File: config.mk
export PLATFORM = sky130hd
export DESIGN_NAME = led_pwm_bitstream_encoder_top
export DESIGN_NICKNAME = d
export VERILOG_FILES = /design/src/hw/rtl/plbe_pkg.sv /design/src/hw/rtl/plbe_packer.sv /design/src/hw/rtl/led_pwm_bitstream_encoder_top.sv
export SDC_FILE = /design/constraint.sdc
export NUM_CORES = 1
export LEC_CHECK = 0
export ABC_AREA = 1
export BUFFER_PORTS_ARGS = -buffer_cell sky130_fd_sc_hd__buf_2
export CORE_ASPECT_RATIO = 1.1
export CORE_MARGIN = 2
export CORE_UTILIZATION = 45
export DETAILED_ROUTE_END_ITERATION = 10
export GPL_TIMING_DRIVEN = 0
export PLACE_DENSITY_LB_ADDON = 0.15
export SLEW_MARGIN = 40
export SYNTH_ARGS = -nofsm -noshare
export SYNTH_HDL_FRONTEND = slang
export SYNTH_HIERARCHICAL = 1
export SYNTH_SLANG_ARGS = --single-unit
File: constraint.sdc
create_clock -name i_clk -period 6.5 [get_ports i_clk]
set_clock_uncertainty 0.1 [all_clocks]
set_input_delay 1.3 -clock i_clk [delete_from_list [all_inputs] [get_ports i_clk]]
set_output_delay 1.3 -clock i_clk [all_outputs]
set_load 0.02 [all_outputs]
File: src/hw/rtl/plbe_pkg.sv
// ============================================================================
// plbe_pkg: shared types and constants of the LED line bit-stream encoder
// Holds the sequencer states, the packer control and status structs, the
// register indexes and the clamping helpers for the timing registers.
// ============================================================================
package plbe_pkg;

    // Fixed word and pixel geometry.
    localparam int OUT_WIDTH  = 32;
    localparam int PIXEL_BITS = 24;
    localparam int CNT_WIDTH  = $clog2(OUT_WIDTH);
    localparam int BIT_IDX_W  = $clog2(PIXEL_BITS);

    // Register port geometry.
    localparam int CFG_IDX_W  = 3;
    localparam int CFG_DATA_W = 10;
    localparam int TICK_W     = 5;
    localparam int GAP_W      = 10;

    // Register indexes.
    localparam logic [CFG_IDX_W-1:0] CFG_ZERO_HIGH = 3'd0;
    localparam logic [CFG_IDX_W-1:0] CFG_ZERO_LOW  = 3'd1;
    localparam logic [CFG_IDX_W-1:0] CFG_ONE_HIGH  = 3'd2;
    localparam logic [CFG_IDX_W-1:0] CFG_ONE_LOW   = 3'd3;
    localparam logic [CFG_IDX_W-1:0] CFG_RESET_GAP = 3'd4;

    // Largest usable tick counts.
    localparam logic [TICK_W-1:0] MAX_BIT_TICKS = 5'd16;
    localparam logic [GAP_W-1:0]  MAX_GAP_TICKS = 10'd512;

    // Sequencer states.
    typedef enum logic [3:0] {
        S_IDLE,
        S_GAP_PRE,
        S_HIGH,
        S_LOW,
        S_GAP_POST,
        S_PAD,
        S_ZERO1,
        S_ZERO2,
        S_FLUSH
    } t_state;

    // Control from the sequencer to the tick packer.
    typedef struct packed {
        logic clear;
        logic tick;
        logic level;
    } t_pk_ctrl;

    // Status from the tick packer back to the sequencer.
    typedef struct packed {
        logic                 word_done;
        logic                 empty;
        logic [OUT_WIDTH-1:0] word;
    } t_pk_stat;

    // A bit-timing count of zero is used as one, above sixteen as sixteen.
    function automatic logic [TICK_W-1:0] clamp_bit(input logic [TICK_W-1:0] v);
        logic [TICK_W-1:0] r;
        if (v == '0) begin
            r = TICK_W'(1);
        end else if (v > MAX_BIT_TICKS) begin
            r = MAX_BIT_TICKS;
        end else begin
            r = v;
        end
        return r;
    endfunction

    // The reset gap is limited to 512 ticks.
    function automatic logic [GAP_W-1:0] clamp_gap(input logic [GAP_W-1:0] v);
        logic [GAP_W-1:0] r;
        if (v > MAX_GAP_TICKS) begin
            r = MAX_GAP_TICKS;
        end else begin
            r = v;
        end
        return r;
    endfunction

endpackage

File: src/hw/rtl/plbe_packer.sv
// ============================================================================
// plbe_packer: shared tick shifter of the LED line bit-stream encoder
// Shifts one line level per ticked cycle into a 32-bit word, earliest tick in
// the MSB, and reports the finished word on the cycle its last tick arrives.
// ============================================================================
module plbe_packer (
    input  logic               i_clk,
    input  logic               i_rst_n,
    input  plbe_pkg::t_pk_ctrl i_ctrl,
    output plbe_pkg::t_pk_stat o_stat
);
    import plbe_pkg::*;

    logic [OUT_WIDTH-1:0] r_word;
    logic [CNT_WIDTH-1:0] r_count;
    logic                 w_last_tick;

    // The incoming tick completes the word when 31 ticks are already held.
    assign w_last_tick = (r_count == CNT_WIDTH'(OUT_WIDTH - 1));

    // Word and fill count.
    always_ff @(posedge i_clk) begin
        if (!i_rst_n) begin
            r_word  <= '0;
            r_count <= '0;
        end else if (i_ctrl.clear) begin
            r_word  <= '0;
            r_count <= '0;
        end else if (i_ctrl.tick) begin
            if (w_last_tick) begin
                r_word  <= '0;
                r_count <= '0;
            end else begin
                r_word  <= {r_word[OUT_WIDTH-2:0], i_ctrl.level};
                r_count <= r_count + CNT_WIDTH'(1);
            end
        end
    end

    // Status back to the sequencer.
    always_comb begin
        o_stat.word_done = i_ctrl.tick && w_last_tick;
        o_stat.empty     = (r_count == '0);
        o_stat.word      = {r_word[OUT_WIDTH-2:0], i_ctrl.level};
    end

endmodule

File: src/hw/rtl/led_pwm_bitstream_encoder_top.sv
// ============================================================================
// led_pwm_bitstream_encoder_top: LED line NRZ bit-stream encoder
// Turns 24-bit GRB pixels into 32-tick line words with programmable high and
// low tick counts per data bit and a reset gap around each frame.
// ============================================================================
//
//  Channel   Handshake                  Payload
//  -------   -------------------------  ---------------------------------------
//  input     i_in_valid / o_in_stall    i_pixel_grb, i_first_pixel, i_last_pixel
//  output    o_out_valid / i_out_stall  o_out_word, o_run_last
//  config    i_cfg_we                   i_cfg_index, i_cfg_data
//
//  The shared tick shifter takes one line tick per cycle while the output
//  register can take a word. A pixel runs through the gap if it is first,
//  its 24 bit times and, if it is last, the gap, zero pad ticks until the
//  partial word is full, and two zero words; the flush then ends the item.
//  The input is stalled for the whole item; a stalled output word pauses
//  the sequencer. Synchronous reset restores the default timing and
//  empties the partial word; there is no clearing pass.
//
module led_pwm_bitstream_encoder_top (
    input  logic                               i_clk,
    input  logic                               i_rst_n,
    // Register write port
    input  logic                               i_cfg_we,
    input  logic [plbe_pkg::CFG_IDX_W-1:0]     i_cfg_index,
    input  logic [plbe_pkg::CFG_DATA_W-1:0]    i_cfg_data,
    // Pixel input
    input  logic                               i_in_valid,
    output logic                               o_in_stall,
    input  logic [plbe_pkg::PIXEL_BITS-1:0]    i_pixel_grb,
    input  logic                               i_first_pixel,
    input  logic                               i_last_pixel,
    // Line word output
    output logic                               o_out_valid,
    input  logic                               i_out_stall,
    output logic [plbe_pkg::OUT_WIDTH-1:0]     o_out_word,
    output logic                               o_run_last
);
    import plbe_pkg::*;

    localparam logic [BIT_IDX_W-1:0] LAST_BIT = BIT_IDX_W'(PIXEL_BITS - 1);

    // Timing registers.
    logic [TICK_W-1:0] r_zero_high, r_zero_low, r_one_high, r_one_low;
    logic [GAP_W-1:0]  r_gap;

    // Sequencer state.
    t_state                r_state, n_state;
    logic [GAP_W-1:0]      r_cnt, n_cnt;
    logic [BIT_IDX_W-1:0]  r_bit, n_bit;
    logic [PIXEL_BITS-1:0] r_pix, n_pix;
    logic                  r_last, n_last;

    // Held word and output register.
    logic                  r_hold_valid;
    logic [OUT_WIDTH-1:0]  r_hold_word;
    logic                  r_out_valid;
    logic [OUT_WIDTH-1:0]  r_out_word;
    logic                  r_run_last;

    t_pk_ctrl              w_pk_ctrl;
    t_pk_stat              w_pk_stat;
    logic                  w_step;
    logic                  w_zero_emit;
    logic                  w_flush;
    logic                  w_emit;
    logic [OUT_WIDTH-1:0]  w_emit_word;
    logic                  w_load_out;
    logic                  w_load_last;
    logic [GAP_W-1:0]      w_gap;
    logic [TICK_W-1:0]     w_t0h, w_t0l, w_t1h, w_t1l;

    // Clamped timing values.
    assign w_t0h = clamp_bit(r_zero_high);
    assign w_t0l = clamp_bit(r_zero_low);
    assign w_t1h = clamp_bit(r_one_high);
    assign w_t1l = clamp_bit(r_one_low);
    assign w_gap = clamp_gap(r_gap);

    // Register writes; an unknown index is ignored.
    always_ff @(posedge i_clk) begin
        if (!i_rst_n) begin
            r_zero_high <= TICK_W'(1);
            r_zero_low  <= TICK_W'(2);
            r_one_high  <= TICK_W'(2);
            r_one_low   <= TICK_W'(1);
            r_gap       <= GAP_W'(120);
        end else if (i_cfg_we) begin
            case (i_cfg_index)
                CFG_ZERO_HIGH: r_zero_high <= i_cfg_data[TICK_W-1:0];
                CFG_ZERO_LOW:  r_zero_low  <= i_cfg_data[TICK_W-1:0];
                CFG_ONE_HIGH:  r_one_high  <= i_cfg_data[TICK_W-1:0];
                CFG_ONE_LOW:   r_one_low   <= i_cfg_data[TICK_W-1:0];
                CFG_RESET_GAP: r_gap       <= i_cfg_data[GAP_W-1:0];
                default: ;
            endcase
        end
    end

    // Outside idle, the sequencer moves only when the output register can take a word.
    assign w_step     = !r_out_valid || !i_out_stall;
    assign o_in_stall = (r_state != S_IDLE);

    // Shared tick shifter.
    plbe_packer u_packer (
        .i_clk   (i_clk),
        .i_rst_n (i_rst_n),
        .i_ctrl  (w_pk_ctrl),
        .o_stat  (w_pk_stat)
    );

    // Sequencer state register.
    always_ff @(posedge i_clk) begin
        if (!i_rst_n) begin
            r_state <= S_IDLE;
        end else begin
            r_state <= n_state;
        end
    end

    // Sequencer counters and pixel shift register.
    always_ff @(posedge i_clk) begin
        r_cnt  <= n_cnt;
        r_bit  <= n_bit;
        r_pix  <= n_pix;
        r_last <= n_last;
    end

    // Next state and tick control.
    always_comb begin
        n_state     = r_state;
        n_cnt       = r_cnt;
        n_bit       = r_bit;
        n_pix       = r_pix;
        n_last      = r_last;
        w_pk_ctrl   = '0;
        w_zero_emit = 1'b0;
        w_flush     = 1'b0;
        case (r_state)
            S_IDLE: begin
                if (i_in_valid) begin
                    n_pix  = i_pixel_grb;
                    n_last = i_last_pixel;
                    n_bit  = '0;
                    if (i_first_pixel) begin
                        w_pk_ctrl.clear = 1'b1;
                    end
                    if (i_first_pixel && (w_gap != '0)) begin
                        n_state = S_GAP_PRE;
                        n_cnt   = w_gap;
                    end else begin
                        n_state = S_HIGH;
                        n_cnt   = GAP_W'(i_pixel_grb[PIXEL_BITS-1] ? w_t1h : w_t0h);
                    end
                end
            end
            S_GAP_PRE: begin
                if (w_step) begin
                    w_pk_ctrl.tick = 1'b1;
                    if (r_cnt == GAP_W'(1)) begin
                        n_state = S_HIGH;
                        n_cnt   = GAP_W'(r_pix[PIXEL_BITS-1] ? w_t1h : w_t0h);
                    end else begin
                        n_cnt = r_cnt - GAP_W'(1);
                    end
                end
            end
            S_HIGH: begin
                if (w_step) begin
                    w_pk_ctrl.tick  = 1'b1;
                    w_pk_ctrl.level = 1'b1;
                    if (r_cnt == GAP_W'(1)) begin
                        n_state = S_LOW;
                        n_cnt   = GAP_W'(r_pix[PIXEL_BITS-1] ? w_t1l : w_t0l);
                    end else begin
                        n_cnt = r_cnt - GAP_W'(1);
                    end
                end
            end
            S_LOW: begin
                if (w_step) begin
                    w_pk_ctrl.tick = 1'b1;
                    if (r_cnt != GAP_W'(1)) begin
                        n_cnt = r_cnt - GAP_W'(1);
                    end else if (r_bit != LAST_BIT) begin
                        // Move on to the next data bit.
                        n_pix   = {r_pix[PIXEL_BITS-2:0], 1'b0};
                        n_bit   = r_bit + BIT_IDX_W'(1);
                        n_state = S_HIGH;
                        n_cnt   = GAP_W'(r_pix[PIXEL_BITS-2] ? w_t1h : w_t0h);
                    end else if (!r_last) begin
                        n_state = S_FLUSH;
                    end else if (w_gap != '0) begin
                        n_state = S_GAP_POST;
                        n_cnt   = w_gap;
                    end else begin
                        n_state = S_PAD;
                    end
                end
            end
            S_GAP_POST: begin
                if (w_step) begin
                    w_pk_ctrl.tick = 1'b1;
                    if (r_cnt == GAP_W'(1)) begin
                        n_state = S_PAD;
                    end else begin
                        n_cnt = r_cnt - GAP_W'(1);
                    end
                end
            end
            S_PAD: begin
                // Zero ticks fill the partial word until it goes out.
                if (w_step) begin
                    if (w_pk_stat.empty) begin
                        n_state = S_ZERO1;
                    end else begin
                        w_pk_ctrl.tick = 1'b1;
                        if (w_pk_stat.word_done) begin
                            n_state = S_ZERO1;
                        end
                    end
                end
            end
            S_ZERO1: begin
                if (w_step) begin
                    w_zero_emit = 1'b1;
                    n_state     = S_ZERO2;
                end
            end
            S_ZERO2: begin
                if (w_step) begin
                    w_zero_emit = 1'b1;
                    n_state     = S_FLUSH;
                end
            end
            S_FLUSH: begin
                if (w_step) begin
                    w_flush = 1'b1;
                    n_state = S_IDLE;
                end
            end
            default: begin
                n_state = S_IDLE;
            end
        endcase
    end

    // A new word pushes the held one out; the flush sends it as the last word.
    assign w_emit      = w_pk_stat.word_done || w_zero_emit;
    assign w_emit_word = w_pk_stat.word_done ? w_pk_stat.word : '0;
    assign w_load_out  = (w_emit || w_flush) && r_hold_valid;
    assign w_load_last = w_flush;

    // Held word and output control.
    always_ff @(posedge i_clk) begin
        if (!i_rst_n) begin
            r_hold_valid <= 1'b0;
            r_out_valid  <= 1'b0;
        end else begin
            if (w_load_out) begin
                r_out_valid <= 1'b1;
            end else if (!i_out_stall) begin
                r_out_valid <= 1'b0;
            end
            if (w_emit) begin
                r_hold_valid <= 1'b1;
            end else if (w_flush) begin
                r_hold_valid <= 1'b0;
            end
        end
    end

    // Held word and output payload.
    always_ff @(posedge i_clk) begin
        if (w_emit) begin
            r_hold_word <= w_emit_word;
        end
        if (w_load_out) begin
            r_out_word <= r_hold_word;
            r_run_last <= w_load_last;
        end
    end

    assign o_out_valid = r_out_valid;
    assign o_out_word  = r_out_word;
    assign o_run_last  = r_run_last;

endmodule

Yosys cells after proc, flatten, opt, wreduce, memory -nomap -nowiden
Cells that the tools add are included.
- flip-flop bits (word level): 177
- bits of input ports: 44
- output and inout bits: 35
- logic and storage cells: 167
- add/sub/neg operators: 3
- $lt $le $gt $ge: 5
- equal/unequal tests: 35
- multiplexer cells: 74
- bitwise operators: 1
- reduce and logical (&&, ||, !) cells: 32
- operator list (cell ; count):
    10-bit two-way mux ; 14
    24-bit two-way mux ; 4
    5-bit two-way mux ; 17
    4-bit two-way mux ; 17
    10-bit case mux with 5 select lines ; 1
    24-bit case mux with 2 select lines ; 1
    4-bit case mux with 9 select lines ; 1
    31-bit two-way mux ; 1
    2-bit != test, second input constant ; 15
    5-bit logical NOT ; 5
    5-bit greater-than comparator, second input constant ; 4
    4-bit by 3-bit equality test with 1-bit output, second input constant ; 4
    1-bit two-way mux ; 14
    14-bit AND reduction ; 1
    2-bit AND reduction ; 6
    5-bit by 1-bit adder with 5-bit output, second input constant ; 2
    10-bit by 1-bit equality test with 1-bit output, second input constant ; 1
    10-bit greater-than comparator, second input constant ; 1
    10-bit by 1-bit != test with 1-bit output, second input constant ; 1
    5-bit case mux with 2 select lines ; 1
    10-bit nonzero test ; 1
    10-bit by 1-bit subtractor with 10-bit output, second input constant ; 1
    9-bit AND reduction ; 1
    4-bit by 2-bit equality test with 1-bit output, second input constant ; 2
    other kinds (24) ; 34

Depth between registers and ports, before layout
Gate-level depths: netlist of run 1.
- depth after elaboration: 9
- depth in mapped cells: 18
- depth with buffers taken out: 17

Hierarchy
Netlist of run 1, hierarchy kept.
- by module, submodules not included (module ; times used ; cells each ; area an instance (sq um) ; seq. area each (sq um)):
    led_pwm_bitstream_encoder_top ; 1 ; 730 ; 6498.7 ; 3873.7
    plbe_packer ; 1 ; 178 ; 1383.8 ; 720.7

Least setup slack after synthesis of run 1
Ideal clock, no wire load.
- path type: input to register
- start: in i_out_stall
- end: reg r_bit[0] (enable)
- library setup time: 0.488 ns
- data arrival time: 4.339 ns
- data required time: 5.912 ns
- path slack: 1.573 ns
- stages on the path: 3
- buffers on the path: 0
- cells stage by stage: nand2_1 a21oi_1 nor4_1
- word-level cells in the longest chain between the ends: 4
- ends and longest elaborated chain (element ; line ; text):
    start, declared ; led_pwm_bitstream_encoder_top.sv:36 ; input logic i_out_stall,
    1-bit logical NOT ; -- ;
    1-bit logical OR ; led_pwm_bitstream_encoder_top.sv:102 ; assign w_step = !r_out_valid || !i_out_stall;
    2-bit != test (no source line) ; -- ;
    5-bit AND reduction (no source line) ; -- ;
    end signal, assigned ; led_pwm_bitstream_encoder_top.sv:125 ; r_bit <= n_bit;
    end, declared ; led_pwm_bitstream_encoder_top.sv:51 ; logic [BIT_IDX_W-1:0] r_bit, n_bit;
No other way between the ends.
A chain may end at the register's enable or synchronous reset.

==> results of run 1 <==
-- cell usage in the layout (no fill, tap or decap), types with 2 or more instances in the layout --
cell type	synthesis	routed
o211ai_1	5	5
o21ai_0	44	44
clkinv_1	1	2
o22ai_1	5	5
o21ai_1	5	5
xor2_1	7	7
clkinvlp_4	0	4
inv_1	103	101
nor3_1	5	4
inv_6	0	3
nor2_2	6	6
dfxtp_1	72	72
buf_6	3	3
clkbuf_16	0	17
nand4_1	7	7
nand3_1	39	39
inv_4	2	2
buf_1	4	4
nor2_4	4	4
buf_2	7	90
nor2_8	2	2
inv_8	0	4
nand2_1	294	294
nor2_1	79	79
nand2_2	5	5
inv_2	5	7
nor3_2	1	2
ha_1	7	7
clkbuf_1	12	13
a21oi_1	63	63
a31oi_1	2	2
edfxtp_1	105	105
nor4_1	3	2
-- power groups by stage --
stage / registers, mW / logic [mW] / clock network (mW)
finish: 1.47 / 1.02 / 0.956
global route: 1.49 / 1.16 / 1.03
CTS: 1.47 / 1.02 / 0.983
detailed placement: 1.50 / 1.02 / 0
global placement: 1.52 / 0.975 / 0
floorplan: 1.49 / 0.741 / 0
-- synth_stat cells (4+ instances only) --
master / count
nor2_1: 79
clkbuf_1: 12
xor2_1: 7
nand3_1: 39
buf_2: 7
nand4_1: 7
o22ai_1: 5
nor3_1: 5
nor2_2: 6
o21ai_0: 44
nand2_1: 294
dfxtp_1: 72
inv_2: 5
o211ai_1: 5
edfxtp_1: 105
a21oi_1: 63
buf_1: 4
ha_1: 7
nor2_4: 4
inv_1: 103
o21ai_1: 5
nand2_2: 5
-- per-stage QoR --
step	area, um^2	setup WS, ns	std cells
floorplan	7880	1.57	908
global placement	8560	-0.0413	1219
detailed placement	8600	2.61	1225
CTS	9160	3.01	1257
global route	9160	2.60	1257
finish	9160	3.05	1257
-- layout make-up --
| cell class | count | area share (%) |
|---|---|---|
| Inverter | 111 | 4.60 |
| Sequential cell | 177 | 50.2 |
| Buffer | 27 | 1.49 |
| Multi-Input combinational cell | 593 | 29.9 |
| Tap cell | 234 | 3.20 |
| Timing Repair Buffer | 83 | 4.54 |
| Clock buffer | 18 | 4.69 |
| Clock inverter | 14 | 1.38 |
-- routing by layer --
metal  up-vias  global-route usage [%]  part of all wire, %
met5         -                       0                    0
met4         0                    6.17                  2.0
met3        24                    4.68                  4.0
met2       131                    29.3                   47
met1      2741                    23.9                   47
li1       3145                       -                    -
-- state kept, by name, indices dropped and copies added, names as in the netlist, 10 cells and up --
name	cells
o_out_word	32
r_cnt	10
r_gap	10
r_hold_word	32
r_pix	24
u_packer/r_word	31
-- cell families (layout without fill, tap and decap cells) --
group           Yosys count  count (layout)  synth area share, %
simple gates            450             450                 24.1
buf+inv                 138             253                 7.08
xor+xnor                  8               8                0.889
flops                   177             177                 58.3
compound gates          128             128                 8.56
fa+ha+maj                 7               7                 1.11
-- worst paths after layout --
kind	to	startpoint	slack, ns
worst max register to register	o_out_word[11]	r_state[3]	3.05
worst min-delay path	o_out_word[18]	r_hold_word[18]	0.32
worst max-delay path	o_out_word[11]	r_state[3]	3.05
worst min register to register	o_out_word[18]	r_hold_word[18]	0.32
-- worst max-delay path: stages (launching register included) --
cell and delay [ns]:
dfxtp_1 0.40, nor2_2 0.27, nand2_2 0.15, nand2_2 0.14
inv_1 0.12, buf_2 0.22, a21oi_1 0.39, nand2_1 0.10
inv_1 0.09, clkbuf_1 0.30, a31oi_1 0.14, nand2_1 0.09
nand2_1 0.07, inv_2 0.49
==> summary.txt, run 1 <==
Timing
  • RSZ-0062 raised after global routing: no
  • Max Fclk: ~290 MHz
  • Fin crit period: 3.45 ns
  • Measured slew at the worst slew-check pin: approximately 0.7 ns
  • Final setup vio count: 0
  • Hold WS: between 0.3 and 0.4 ns
  • Slew Viols, Final: 0
  • Final Hold Vio Count: 0
  • Final period util: a little over half
  • Post-route setup TNS: 0 ns
  • Slew Limit Headroom: a little over half

Power
  • Logic pwr share: between 20 and 30%
  • Sw Ratio: 35.5%
  • PwrDens: ~380 nW/um^2
  • Peak VDD IR: 215 uV
  • Total power: 3.45 mW
  • Net Sw Power: 1.23 mW
  • Int Pwr: 2.22 mW
  • Clock power frac: 27.7%
  • Sequential Power Share: between 40% and 50%
  • Static leakage: 3.96 nW

Floorplanning
  • Die ar.: 18600 um^2
  • # IOs: 79
  • Die X: about 130 um
  • Initial core utilization: 46.2%
  • Core ar.: 17100 um^2
  • Die H: 143 um
  • Rows: 50

Route
  • Iteration-0 DRC Markers: 322
  • DR DRC count: 0
  • DR WL/cell: roughly 13 um
  • Vias per inst: 4.81
  • Final wirelength: 15.8 mm
  • ANT nets after route: 0
  • Via count: a little over 6000
  • Drt pass-1 iters: 5

GRT
  • Grt total ovfl: 0
  • First-pass GRT wire length: around 26 mm
  • Vias in the first global route: between 5000 and 6000
  • Initial antenna violation count: 0
  • Total GRT Usage: between 10% and 20%
  • Largest net degree at the start of global routing: 34

Place
  • Port buffer count: 77
  • Detailed Place HPWL: 11.7 mm
  • RD Place Congestion: 0.910

Synth
  • Ys Warns: 6
  • Post-synth top area share: about two fifths
  • Synth Register Bits: 177
  • Largest area contributor in the synthesized netlist: edfxtp_1
  • Top_reg_cell synth: edfxtp_1
  • Register area share after synthesis: about three fifths
  • EDFF count, synth: 105
  • Mapped cell area: just under 8000 um^2
  • Mapped Nets: 959
  • Async SR Flop Fraction: 0%
  • Cell variety after synth: 40
  • Avg Cell Area, Syn: 8.68 um^2
  • Cell count after synthesis: 908
  • Top post-synthesis cells by area: edfxtp_1 40%, dfxtp_1 18%, nand2_1 14%

Setup path
  • Worst endpoint required time: 6.46 ns
  • Kind of critical path: reg2reg
  • Crit start category: flop
  • Worst r2r path cells: 13
  • Critical Path AT: 3.41 ns
  • Critical path endpoint category: flop
  • Crit path max fanout: 33

Run status
  • Status: completed

Clocking
  • Postcts setup bufs: 0
  • Bufs on Longest Clock Path: 2
  • Cts-stage hold buffer count: 0
  • Worst skew pair latency: 0.44 ns
  • Clk root buf: clkbuf_16
  • CTS tree: done
  • CTS Buf Count: 17
  • Clock transition at path regs: 0.07 ns
  • CTS resizes: 0
  • CTS Sinks: 177
  • H-tree Lvls: 4

Final layout
  • Reg area: 4590 um^2
  • ANT cells: 0
  • Synth-to-Final Area Change: 16.2%
  • Nets@finish: between 1000 and 1500
  • Share of post-route cells with drive strength above 1: ~15%
  • Footprint of the multi-input gates: roughly 2700 um^2
  • Post-layout util: a little over half
  • Fill count: roughly 1600

Hold path
  • Hold Path Depth: 0
  • Hold Path Class: reg2reg

Run
  • MaxCap Viol Count: 0
Note: power is estimated with default switching activity, not from simulation.
==> run 2: changes to the inputs <==
clock period = 3.6 ns   (was 6.5 ns; I/O delays follow)
==> summary.txt, run 2 (synthesis results as in run 1) <==
Run status
  • Status: completed

Final layout
  • Post-layout util: 54.2%
  • Synth-to-Final Area Change: 17.4%
  • Commonest non-fill, non-tap cell in the layout: nand2_1
  • Finished Cell Area: 9250 um^2
  • Non-filler cells, final: 1254
  • ANT cells: 0
  • Share of post-route cells with drive strength above 1: between 15 and 20%
  • Nets@finish: 1058
  • Commonest cells after routing, fill and taps aside: 294 x nand2_1, 105 x edfxtp_1, 101 x inv_1, 84 x buf_2, 79 x nor2_1

Timing
  • Slew Limit Headroom: ~52%
  • RSZ-0062 raised after global routing: no
  • Final Hold Vio Count: 0
  • Final Worst Setup Slack: 0.386 ns
  • Final period util: 89.3%
  • Slew Viols, Final: 0
  • Post-route setup TNS: 0 ns
  • Max Fclk: 311 MHz
  • Measured slew at the worst slew-check pin: slightly above 0.7 ns
  • Fin crit period: 3.21 ns
  • Hold WS: approximately 0.31 ns
  • Final setup vio count: 0

Run
  • MaxCap Viol Count: 0

Place
  • Port buffer count: a little under 80
  • RD Place Congestion: 0.914
  • Detailed Place HPWL: 12.0 mm
  • Placed Cells: 1222
  • Post-DP Area: about 8600 um^2
  • Worst slack, placed: 0.0340 ns

Power
  • PwrDens: 701 nW/um^2
  • Static leakage: approximately 4.0 nW
  • Peak VDD IR: 363 uV
  • Total power: 6.48 mW

Floorplanning
  • Rows: 50
  • Die X: 130 um
  • Die H: 143 um
  • Initial core utilization: 46.2%
  • Die ar.: roughly 19000 um^2
  • # IOs: between 70 and 80
  • Core ar.: 17100 um^2

Setup path
  • Reg2reg start: r_state[2]
  • Kind of critical path: reg2reg
  • R2R Path End: r_hold_word[25]
  • Reg2reg setup slack: just under 0.4 ns
  • Worst endpoint required time: 3.57 ns
  • Worst r2r path cells: 12
  • Crit path capture: r_hold_word[25]
  • Critical path origin: r_state[2]
  • Critical path endpoint category: flop
  • Crit path max fanout: 32
  • Critical Path AT: 3.18 ns
  • Crit start category: flop

Clocking
  • Postcts setup bufs: 0
  • Worst skew pair latency: 0.44 ns
  • CTS resizes: 0
  • CTS Sinks: 177
  • Clock transition at path regs: 0.07 ns
  • CTS tree: done
  • Clk root buf: clkbuf_16
  • H-tree Lvls: 4
  • Bufs on Longest Clock Path: 2
  • Cts-stage hold buffer count: 0
  • CTS Buf Count: 17

Route
  • ANT nets after route: 0
  • Drt pass-1 iters: 5
  • DR DRC count: 0
  • Via count: 6065
  • Final wirelength: around 16 mm
  • Vias per inst: slightly below 5
  • Iteration-0 DRC Markers: 428
  • DR WL/cell: approximately 13 um

GRT
  • Initial antenna violation count: 0
  • Total GRT Usage: between 10% and 20%
  • M1 GR Usage: 25.2%
  • Met3 Usage GRT: 3.60%
  • Vias in the first global route: around 5700
  • Largest net degree at the start of global routing: 34
  • GR peak layer: met2
  • Grt total ovfl: 0
  • First-pass GRT wire length: 27.2 mm
  • Met2 Track Usage GR: between 30% and 40%

Hold path
  • Hold Path Class: reg2reg
[run 2: area by class of cell]
class	count	area, um^2
Fill cell	1597	7830
Sequential cell	177	4590
Tap cell	234	293
Inverter	111	424
Timing Repair Buffer	80	412
Multi-Input combinational cell	593	2750
Buffer	27	136
Clock inverter	15	215
Clock buffer	17	425
[run 2: worst min-delay path by stage]
stage                                from        endpoint  depth (start not counted)
final                     r_hold_word[10]  o_out_word[10]                          0
after global routing       r_hold_word[1]   o_out_word[1]                          0
after CTS                  r_hold_word[1]   o_out_word[1]                          0
after detailed placement   r_hold_word[1]   o_out_word[1]                          0
after global placement     r_hold_word[9]   o_out_word[9]                          0
after floorplan            r_hold_word[0]   o_out_word[0]                          0
[run 2: per-layer routing]
| layer | vias to the layer above | routed length (um) | part of all wire (%) |
|---|---|---|---|
| li1 | 3139 | - | - |
| met4 | 0 | 244 | 1.5 |
| met5 | - | 0 | 0 |
| met1 | 2767 | 7700 | 47 |
| met2 | 140 | 7700 | 47 |
| met3 | 19 | 648 | 4.0 |
[run 2: report_power, final]
| part | internal (mW) | total (mW) | leakage [nW] | switching [mW] |
|---|---|---|---|---|
| clock network | 1.07 | 1.95 | 0.309 | 0.878 |
| registers | 2.52 | 2.66 | 1.55 | 0.140 |
| logic | 0.599 | 1.87 | 2.14 | 1.27 |
| total | 4.20 | 6.48 | 4.00 | 2.29 |
[run 2: worst max-delay path: stages, from the launching register on]
cell,delay (ns)
dfxtp_1,0.38
inv_1,0.10
nor2_2,0.22
nand2_2,0.15
nand2_2,0.14
inv_1,0.12
buf_2,0.22
a21oi_2,0.29
nand2_1,0.08
inv_1,0.08
clkbuf_1,0.31
a31oi_1,0.13
inv_2,0.51
